--- src/lis_pkg.sv ---
`timescale 1ns / 1ps

package lis_pkg;

    // Default sizing
    localparam int DEF_MAX_ENTRIES = 256;
    localparam int DEF_COMP_BITS   = 24;

    // Fixed field widths
    localparam int POS_BITS    = 18;  // signed Q2.16 position
    localparam int FRAC_BITS   = 16;  // fraction bits of position and weight
    localparam int CFG_BITS    = 9;   // entries_in_use register
    localparam int IDX_IN_BITS = 8;   // entry_index field
    localparam int NUM_COMPS   = 4;

    localparam logic [CFG_BITS-1:0] ENTRIES_RESET = 9'd256;

    // Transaction modes
    localparam logic MODE_WRITE  = 1'b0;
    localparam logic MODE_SAMPLE = 1'b1;

endpackage

--- src/lis_addr.sv ---
`timescale 1ns / 1ps

module lis_addr
    import lis_pkg::*;
#(
    parameter int MAX_ENTRIES = DEF_MAX_ENTRIES,
    localparam int IDX_BITS = $clog2(MAX_ENTRIES)
) (
    input  logic                       aclk,
    input  logic                       aresetn,
    input  logic [CFG_BITS-1:0]        entries_in_use,
    input  logic                       in_valid,
    output logic                       in_ready,
    input  logic signed [POS_BITS-1:0] sample_pos,
    output logic                       out_valid,
    input  logic                       out_ready,
    output logic [IDX_BITS-1:0]        out_i0,
    output logic [IDX_BITS-1:0]        out_i1,
    output logic [FRAC_BITS-1:0]       out_t
);

    localparam int NW = (IDX_BITS + 1 > CFG_BITS) ? IDX_BITS + 1 : CFG_BITS;
    localparam int XW = FRAC_BITS + 1 + IDX_BITS;
    localparam logic signed [POS_BITS-1:0] POS_ONE = POS_BITS'(1 << FRAC_BITS);

    logic [FRAC_BITS:0]  up;
    logic [NW-1:0]       n_wide;
    logic [IDX_BITS-1:0] nm1;
    logic [XW-1:0]       x_next;
    logic [XW-1:0]       x_reg;
    logic [IDX_BITS-1:0] nm1_reg;
    logic                valid_reg;

    // Clamp position to 0..1
    always_comb begin
        if (sample_pos < 0) begin
            up = '0;
        end else if (sample_pos > POS_ONE) begin
            up = (FRAC_BITS + 1)'(POS_ONE);
        end else begin
            up = sample_pos[FRAC_BITS:0];
        end
    end

    // Entries in use limited to 1..MAX_ENTRIES
    always_comb begin
        n_wide = NW'(entries_in_use);
        if (n_wide == '0) begin
            n_wide = NW'(1);
        end else if (n_wide > NW'(MAX_ENTRIES)) begin
            n_wide = NW'(MAX_ENTRIES);
        end
        nm1 = IDX_BITS'(n_wide - NW'(1));
    end

    assign x_next   = XW'(up) * XW'(nm1);
    assign in_ready = !valid_reg || out_ready;

    always_ff @(posedge aclk) begin
        if (!aresetn) begin
            valid_reg <= 1'b0;
        end else if (in_ready) begin
            valid_reg <= in_valid;
        end
    end

    always_ff @(posedge aclk) begin
        if (in_ready && in_valid) begin
            x_reg   <= x_next;
            nm1_reg <= nm1;
        end
    end

    // Integer part picks the span; upper entry capped at the last one
    assign out_i0    = x_reg[FRAC_BITS +: IDX_BITS];
    assign out_i1    = (out_i0 == nm1_reg) ? out_i0 : out_i0 + IDX_BITS'(1);
    assign out_t     = x_reg[FRAC_BITS-1:0];
    assign out_valid = valid_reg;

endmodule

--- config.mk ---
export PLATFORM = sky130hd
export DESIGN_NAME = lis_addr
export DESIGN_NICKNAME = d
export VERILOG_FILES = /design/src/lis_pkg.sv /design/src/lis_addr.sv
export SDC_FILE = /design/constraint.sdc
export NUM_CORES = 1
export LEC_CHECK = 0
export BUFFER_PORTS_ARGS = -buffer_cell sky130_fd_sc_hd__buf_2
export CORE_MARGIN = 2
export CORE_UTILIZATION = 39
export CTS_CLUSTER_DIAMETER = 150
export DETAILED_ROUTE_END_ITERATION = 10
export GPL_TIMING_DRIVEN = 0
export PLACE_DENSITY = 0.59
export SLEW_MARGIN = 5
export SYNTH_ARGS = -nofsm -noshare
export SYNTH_HDL_FRONTEND = slang
export SYNTH_SLANG_ARGS = --single-unit
--- constraint.sdc ---
create_clock -name aclk -period 20.9 [get_ports aclk]
set_clock_uncertainty 0.05 [all_clocks]
set_input_delay 1.045 -clock aclk [delete_from_list [all_inputs] [get_ports aclk]]
set_output_delay 1.045 -clock aclk [all_outputs]
set_load 0.02 [all_outputs]
==> flow_summary.toml <==
[setup_path]
critPathMaxFanout = 11
critical_path.top_delay_family = "adder cells"
cpMostUsedCell = "fa_1"
crit_type = "primary input to flip-flop"
cp_slowest_cell = "a21oi_1"
r2r_end = "x_reg[22]$_DFFE_PP_"
worstPathRequired_ns = 20.88
critical_path_depth = 26
cp-end-kind = "flip-flop"
arrival_ns = 8.83
r2r_setup_slack_ns = 19.38
cp-start-kind = "primary input"
r2r-start = "out_valid$_SDFFE_PN0N_"
rr_worst_depth = 2
crit_path_max_incr_delay_ns = 0.62
critPathBufInv = 6
endpoint = "x_reg[22]$_DFFE_PP_"
critPathLaunch = "entries_in_use[4]"

[floorplan]
start_util_pct = 39.4
core_area_mm2 = 0.0144
die_y_um = 125
die_area_mm2 = 0.0155
num_rows = 44
ios = 65
die_width_um = 125

[synth]
synth_nets = 806
yosys.area.top_type = "fa_1"
synthesis.area_mm2 = 0.00567
synth_area_leaders = "fa_1 31%, edfxtp_1 17%, ha_1 9.9%, inv_1 8.3%, nor2_1 8.1%"
synth_top_cell_area_share_pct = 31.4
syn-instance-count = 641
synth-edff-count = 32
ys_ff_latch = 33
yosysWarnings = 0
async_flop_share_pct = 0
yosys.cell_types.count = 49
synth.most_common_cell = "inv_1"
syn-mean-instance-area_um2 = 8.84
synth_flop_cell = "edfxtp_1"
synthTopCellsByCount = "126 x inv_1, 123 x nor2_1, 89 x fa_1, 45 x ha_1, 35 x nand3_1"
ys_seq_area_share_pct = 17.3

[global_route]
grt_pass1_wl_um = 24400
antenna_found_initial = 0
grt_start_max_net_pins = 33
gr-usage-all-layers_pct = 19.3
overflow = 0
grt_pass1_vias = 5087

[clock_network]
cts_made_buffers = 5
clk_latency_ns = 0.29
cts-root-buf = "clkbuf_16"
clk_pin_slew_ns = 0.06
cts_tree = "yes"
cts.repair.resized = 0
cts_setup_buffers = 0
htreeDepth = 2
ctsLongestPathBuffers = 2
holdBufCountCts = 0
cts.sinks = 33

[final_layout]
multi_input_area_mm2 = 0.00415
final_nets = 877
area_growth_pct = 12.8
insertedDiodeCount = 0
regArea_um2 = 981
largest_reg_flops = 24
nFillCells = 1409
drive_gt1_share_pct = 12.5

[placement]
io_buffer_count = 64
place_congestion = 0.934
hpwl_um = 11700

[drt]
via_per_inst = 5.17
drt_first_pass_iters = 4
drc = 0
wl_um = 14300
antenna_left = 0
vias = 4641
avgRoutedWirePerCell_um = 15.9
drt-initial-drc-count = 291

[sta]
rsz0062_at_grt = "false"
period_share_pct = 42.3
final_hold_viol_count = 0
maxSlewHeadroom_pct = 36.3
setup_viol = 0
setup_tns_ns = 0
slew_viol_final = 0
max_freq_mhz = 113
tightest_slew_ns = 0.948
whs_ns = 0.468
period_minus_slack_ns = 8.85

[pwr]
leakagePower_uw = 0.00310
power_density_mw_per_mm2 = 62.9
ir_worst_vdd_mv = 0.0399
finalPower_uw = 402

[run]
maxCapViolCount = 0

[min_path]
hold_class = "flip-flop to flip-flop"

[outcome]
status = "complete, no violations"
stage by stage:
step	setup slack, ns	cells	util [%]	instance area (um2)
3_3_place_gp	11.89	889	43.3	6220
4_1_cts	12.14	897	44.5	6390
6_report	12.05	897	44.5	6390
3_5_place_dp	11.85	889	43.3	6220
2_1_floorplan	13.37	641	-	5670
5_1_grt	11.50	897	44.5	6390
final cells by class:
type                            instances  share of cell area (%)
Clock inverter                          3                   0.724
Timing Repair Buffer                   64                    5.01
Sequential cell                        33                    15.4
Clock buffer                            5                    1.96
Buffer                                 15                    1.04
Inverter                              126                    7.40
Tap cell                              184                    3.60
Multi-Input combinational cell        467                    64.9
logic make-up after synthesis:
logic type	share of synthesized area, %
AND/OR/NAND/NOR	17.9
buffers and inverters	9.52
adder cells (fa/ha/maj)	41.4
AO/OA/AOI/OAI	8.26
XOR/XNOR	5.25
flip-flops	17.3
multiplexers	0.397
power breakdown:
| group | internal [uW] | total, uW | switching (uW) |
|---|---|---|---|
| clock | 56.5 | 90.1 | 33.6 |
| combinational | 80.4 | 212 | 132 |
| sequential | 91.2 | 99.5 | 8.29 |
| total | 228 | 402 | 174 |
worst reg2reg max path, cell delays in order, from the launching register on:
cell and delay, ns:
dfxtp_1 0.31, nand2b_1 0.09, and2_2 0.69
how the worst min path moves through the flow:
stage	start	to	slack, ns	cells after the start
after floorplan	out_valid$_SDFFE_PN0N_	out_valid$_SDFFE_PN0N_	0.70	2
final	out_valid$_SDFFE_PN0N_	out_valid$_SDFFE_PN0N_	0.47	2
after global routing	out_valid$_SDFFE_PN0N_	out_valid$_SDFFE_PN0N_	0.52	2
after global placement	out_valid$_SDFFE_PN0N_	out_valid$_SDFFE_PN0N_	0.45	2
after detailed placement	out_valid$_SDFFE_PN0N_	out_valid$_SDFFE_PN0N_	0.47	2
after CTS	out_valid$_SDFFE_PN0N_	out_valid$_SDFFE_PN0N_	0.48	2
metal layers:
layer,routed length [um],global-route usage (%)
met4,231,4.89
met3,650,2.84
met2,7490,36.1
met1,5910,23.1
met5,0,0
layout by cell type (no fill, tap or decap), types with 2 or more instances in the layout:
cell type  instances
inv_1            126
nor2_1           123
fa_1              89
buf_2             69
ha_1              45
nand3_1           35
edfxtp_1          32
nand2_1           29
xnor2_1           18
a21oi_1           16
xor2_1            16
o21ai_0           13
nor4_1            10
nor3_1            10
clkbuf_1           9
o21a_1             7
a21o_1             6
nand2b_1           5
clkbuf_16          5
nand4_1            4
a211oi_1           4
nor2b_1            3
a2111oi_0          3
o21ai_1            3
or3_1              2
mux2_2             2
and2_1             2
Power figures use the tool's default switching activity.
