<file path="src/lis_pkg.sv">
`timescale 1ns / 1ps

package lis_pkg;

    // Default sizing
    localparam int DEF_MAX_ENTRIES = 256;
    localparam int DEF_COMP_BITS   = 24;

    // Fixed field widths
    localparam int POS_BITS    = 18;  // signed Q2.16 position
    localparam int FRAC_BITS   = 16;  // fraction bits of position and weight
    localparam int CFG_BITS    = 9;   // entries_in_use register
    localparam int IDX_IN_BITS = 8;   // entry_index field
    localparam int NUM_COMPS   = 4;

    localparam logic [CFG_BITS-1:0] ENTRIES_RESET = 9'd256;

    // Transaction modes
    localparam logic MODE_WRITE  = 1'b0;
    localparam logic MODE_SAMPLE = 1'b1;

endpackage

</file>
<file path="src/lis_blend.sv">
`timescale 1ns / 1ps

module lis_blend
    import lis_pkg::*;
#(
    parameter int COMP_BITS = DEF_COMP_BITS,
    localparam int WORD_BITS = NUM_COMPS * COMP_BITS
) (
    input  logic                 aclk,
    input  logic                 aresetn,
    input  logic                 in_valid,
    output logic                 in_ready,
    input  logic [WORD_BITS-1:0] in_a,
    input  logic [WORD_BITS-1:0] in_b,
    input  logic [FRAC_BITS-1:0] in_t,
    output logic                 out_valid,
    input  logic                 out_ready,
    output logic [WORD_BITS-1:0] out_data
);

    localparam int DW = COMP_BITS + 1;
    localparam int PW = COMP_BITS + FRAC_BITS + 2;
    localparam int SW = COMP_BITS + 2;

    logic signed [DW-1:0]        d_reg  [NUM_COMPS];
    logic signed [COMP_BITS-1:0] a3_reg [NUM_COMPS];
    logic [FRAC_BITS-1:0]        t3_reg;
    logic signed [PW-1:0]        p_reg  [NUM_COMPS];
    logic signed [COMP_BITS-1:0] a4_reg [NUM_COMPS];
    logic [WORD_BITS-1:0]        out_reg;
    logic                        v3_reg, v4_reg, vo_reg;
    logic                        r3, r4, ro;

    assign ro       = !vo_reg || out_ready;
    assign r4       = !v4_reg || ro;
    assign r3       = !v3_reg || r4;
    assign in_ready = r3;

    always_ff @(posedge aclk) begin
        if (!aresetn) begin
            v3_reg <= 1'b0;
            v4_reg <= 1'b0;
            vo_reg <= 1'b0;
        end else begin
            if (r3) begin
                v3_reg <= in_valid;
            end
            if (r4) begin
                v4_reg <= v3_reg;
            end
            if (ro) begin
                vo_reg <= v4_reg;
            end
        end
    end

    // Difference stage: result = a + floor((b - a) * t / 2^16)
    always_ff @(posedge aclk) begin
        if (r3 && in_valid) begin
            for (int k = 0; k < NUM_COMPS; k++) begin
                d_reg[k]  <= DW'($signed(in_b[k*COMP_BITS +: COMP_BITS]))
                           - DW'($signed(in_a[k*COMP_BITS +: COMP_BITS]));
                a3_reg[k] <= $signed(in_a[k*COMP_BITS +: COMP_BITS]);
            end
            t3_reg <= in_t;
        end
    end

    // Weight multiply
    always_ff @(posedge aclk) begin
        if (r4 && v3_reg) begin
            for (int k = 0; k < NUM_COMPS; k++) begin
                p_reg[k]  <= PW'(d_reg[k]) * PW'($signed({1'b0, t3_reg}));
                a4_reg[k] <= a3_reg[k];
            end
        end
    end

    // Add base, arithmetic shift floors toward minus infinity
    always_ff @(posedge aclk) begin
        if (ro && v4_reg) begin
            for (int k = 0; k < NUM_COMPS; k++) begin
                out_reg[k*COMP_BITS +: COMP_BITS] <=
                    COMP_BITS'(SW'(a4_reg[k]) + SW'(p_reg[k] >>> FRAC_BITS));
            end
        end
    end

    assign out_valid = vo_reg;
    assign out_data  = out_reg;

endmodule

</file>
<file path="config.mk">
export PLATFORM = sky130hd
export DESIGN_NAME = lis_blend
export DESIGN_NICKNAME = d
export VERILOG_FILES = /design/src/lis_pkg.sv /design/src/lis_blend.sv
export SDC_FILE = /design/constraint.sdc
export NUM_CORES = 2
export LEC_CHECK = 0
export CAP_MARGIN = 20
export CORE_MARGIN = 1.5
export CORE_UTILIZATION = 40
export CTS_BUF_LIST = sky130_fd_sc_hd__clkbuf_8
export DETAILED_ROUTE_END_ITERATION = 10
export DONT_BUFFER_PORTS = 1
export GPL_ROUTABILITY_DRIVEN = 0
export PLACE_DENSITY = 0.5
export SLEW_MARGIN = 25
export SYNTH_ARGS = -nofsm -noshare
export SYNTH_HDL_FRONTEND = slang
export SYNTH_SLANG_ARGS = --single-unit
export TNS_END_PERCENT = 100
</file>
<file path="constraint.sdc">
create_clock -name aclk -period 25.4 [get_ports aclk]
set_input_delay 5.08 -clock aclk [delete_from_list [all_inputs] [get_ports aclk]]
set_output_delay 5.08 -clock aclk [all_outputs]
set_load 0.02 [all_outputs]
</file>
==> qor_table.md <==
| Result | This run | Unit |
|:---|:---|:---|
| Number of nets in the synthesized netlist | 10141 | - |
| Total of buffers placed on input and output ports | 0 | - |
| Fraction of synthesis flops using an asynchronous set or reset pin | 0 | - |
| Max Transition Viols Final | 0 | - |
| Mean routed wirelength per cell | 19.0 | um |
| Max Buffers Root-to-Sink | 3 | - |
| Critical path data required time | 20.32 | ns |
| Count of non-filler cells in the finished layout | 10324 | - |
| Final worst setup slack | 14.31 | ns |
| # setup viols final | 0 | - |
| Area grow syn2layout | 5.86 | % |
| Die width | 443 | um |
| Initial antenna violation count | 7 | - |
| Vertical die dimension | 443 | um |
| TritonCTS Sinks | 503 | - |
| Core Rows | 161 | - |
| Share of the synthesized area in the top cell type | 0.391 | - |
| Worst-Skew Late Latency | 0.85 | ns |
| Critical path, cell by cell | nor2b_1 > nand3_1 | - |
| Yosys warning total | 0 | - |
| Cell Area, Synth | 77600 | um2 |
| Post-route ant nets | 0 | - |
| Via count of the first global-routing pass | 56324 | - |
| Max-slew headroom | 0.293 | - |
| Primary FF master, synth | sky130_fd_sc_hd__edfxtp_1 | - |
| Arrival time reported for the critical path endpoint | 6.01 | ns |
| Dominant cells by area after synthesis | sky130_fd_sc_hd__fa_1, sky130_fd_sc_hd__edfxtp_1, sky130_fd_sc_hd__inv_1 | - |
| Cells after synthesis | 7841 | - |
| Share of synthesized cell area in and, or, nand and nor gates | 0.132 | - |
| Post_cts resized | 0 | - |
| Commonest non-fill, non-tap cells in the layout | sky130_fd_sc_hd__inv_1, sky130_fd_sc_hd__fa_1, sky130_fd_sc_hd__nand2_1 | - |
| Core area | 193000 | um2 |
| Largest family of logic cells by synthesized area | adder cells | - |
| Global-route usage over all layers | 0.208 | - |
| Mean Syn Cell Area | 9.89 | um2 |
| Clock root buffer master | sky130_fd_sc_hd__clkbuf_8 | - |
| Synthesized flop and latch total | 503 | - |
| Fraction of synthesized area in multiplexers | 0.000129 | - |
| Post-layout net count | 10022 | - |
| Cell at the slowest stage of the critical path | sky130_fd_sc_hd__nor2b_1 | - |
| Fraction of final layout cells with drive strength greater than 1 | 0.0279 | - |
| Critical Path Max Stage Delay | 0.56 | ns |
| Avg Vias per Cell | 4.94 | - |
| Number of endpoints with negative hold slack in the final report | 0 | - |
| DRC violation total after the first TritonRoute iteration | 2182 | - |
| Residual DRC | 0 | - |
| Synthesized-area fraction occupied by ao, oa, aoi and oai cells | 0.0489 | - |
| Post-synthesis cell type with the largest combined area | sky130_fd_sc_hd__fa_1 | - |
| Number of vias after detailed routing | 50993 | - |
| Worst setup slack after placement | 14.30 | ns |
| Most common cell after layout, fill and taps aside | sky130_fd_sc_hd__inv_1 | - |
| Post-CTS Hold Buffers | 0 | - |
| Number of placed instances, taps included | 10153 | - |
| CTS tree | built | - |
| Category of the most critical setup path | primary input to output port | - |
| Clock edge transition at the registers on the reported setup and hold paths | 0.06 | ns |
| Number of setup buffers added after CTS | 0 | - |
| Initial DRT Pass Iterations | 5 | - |
| F_max | 90.2 | MHz |
| Tightest Hold Check Type | register to register | - |
| Parity-gate share of the synthesized area counting xor and xnor cells | 0.0324 | - |
| Gr ovfl total | 0 | - |
| Half-perimeter wire length after placement | 144000 | um |
| Number of synthesized flops with an enable pin | 500 | - |
| Top delay family on crit path | simple AND/OR/NAND/NOR gates | - |
| Critical path buffers and inverters | 0 | - |
| Final Skew | 0.0835 | ns |
| Filler Cell Count | 18795 | - |
| Total negative slack | 0 | ns |
| Highest net fanout along the worst path | 6 | - |
| Share of synthesized cell area in full adder, half adder and majority cells | 0.483 | - |
| Largest net degree at the start of global routing | 101 | - |
| Shortest period the worst path allows | 11.09 | ns |
| Sequential fraction of the synthesis area | 0.194 | - |
| Max cap viols | 0 | - |
| Clock buffer count from CTS | 93 | - |
| RSZ-0062 raised after global routing | false | - |
| Total wirelength of the detailed-routed design | 196000 | um |
| Number of top-level design ports | 310 | - |
| Number of H-tree levels | 3 | - |
| Actual transition at the worst max-transition pin | 1.06 | ns |
| Critical path endpoint category | output port | - |
| Number of different library cells in the post-synthesis netlist | 75 | - |
| Result of the run | finished, final reports clean | - |
| Die ar. | 197000 | um2 |
| Number of flip-flops under the largest register name | 100 | - |
| Wire length of the first global-routing pass | 317000 | um |
| Initial core utilization | 0.403 | - |
| Setup crit start kind | primary input | - |
| Final critical-path share of the clock period | 0.437 | - |
## cell families after synthesis
kind of cell / Yosys count
AND/OR/NAND/NOR: 2152
adder cells (fa/ha/maj): 2088
AO/OA/AOI/OAI: 566
buffers and inverters: 2244
XOR/XNOR: 287
multiplexers: 1
flip-flops: 503
## final cells by class
cell class / instances / area, um2 / share of cell area
Sequential cell: 503 / 15100 / 0.184
Multi-Input combinational cell: 5094 / 54100 / 0.659
Clock buffer: 96 / 1320 / 0.0161
Tap cell: 2526 / 3160 / 0.0385
Timing Repair Buffer: 64 / 543 / 0.00661
Inverter: 1966 / 7380 / 0.0899
Antenna cell: 8 / 20.0 / 0.000244
Clock inverter: 67 / 514 / 0.00626
## per-layer routing
layer	vias to the layer above	wire (um)	track usage
li1	23296	-	-
met1	26520	82900	0.266
met2	941	102000	0.372
met3	236	8050	0.0272
met4	0	3830	0.0473
met5	-	0	0
## worst paths after layout
kind	from	to	slack, ns	cells past startpoint
min	a3_reg[2][13]$_DFFE_PP_	a4_reg[2][13]$_DFFE_PP_	0.37	0
min reg2reg	a3_reg[2][13]$_DFFE_PP_	a4_reg[2][13]$_DFFE_PP_	0.37	0
max	out_ready	in_ready	14.31	2
max reg2reg	t3_reg[3]$_DFFE_PP_	p_reg[3][38]$_DFFE_PP_	16.71	19
## per-stage QoR
step,util,cell area (um2),hold WS (ns)
3_5_place_dp,0.417,80300,0.405
5_1_grt,0.426,82100,0.369
3_3_place_gp,0.417,80300,0.400
2_1_floorplan,-,77600,0.400
4_1_cts,0.426,82100,0.357
6_report,0.426,82100,0.367
## Yosys cell counts (46+ instances only)
cell	count
sky130_fd_sc_hd__a21oi_1	155
sky130_fd_sc_hd__nand3_1	46
sky130_fd_sc_hd__nor2b_1	49
sky130_fd_sc_hd__a21o_1	73
sky130_fd_sc_hd__xor2_1	64
sky130_fd_sc_hd__ha_1	572
sky130_fd_sc_hd__fa_1	1516
sky130_fd_sc_hd__nor3_1	66
sky130_fd_sc_hd__inv_1	1966
sky130_fd_sc_hd__nor2_1	178
sky130_fd_sc_hd__o21ai_0	101
sky130_fd_sc_hd__o21a_1	47
sky130_fd_sc_hd__edfxtp_1	500
sky130_fd_sc_hd__nand2_1	1065
sky130_fd_sc_hd__clkbuf_1	277
sky130_fd_sc_hd__and2_1	627
sky130_fd_sc_hd__xnor2_1	223
Power is left out: the tool's default activity adds up to more than one toggle a clock period on the data nets, which glitch-free logic cannot reach.
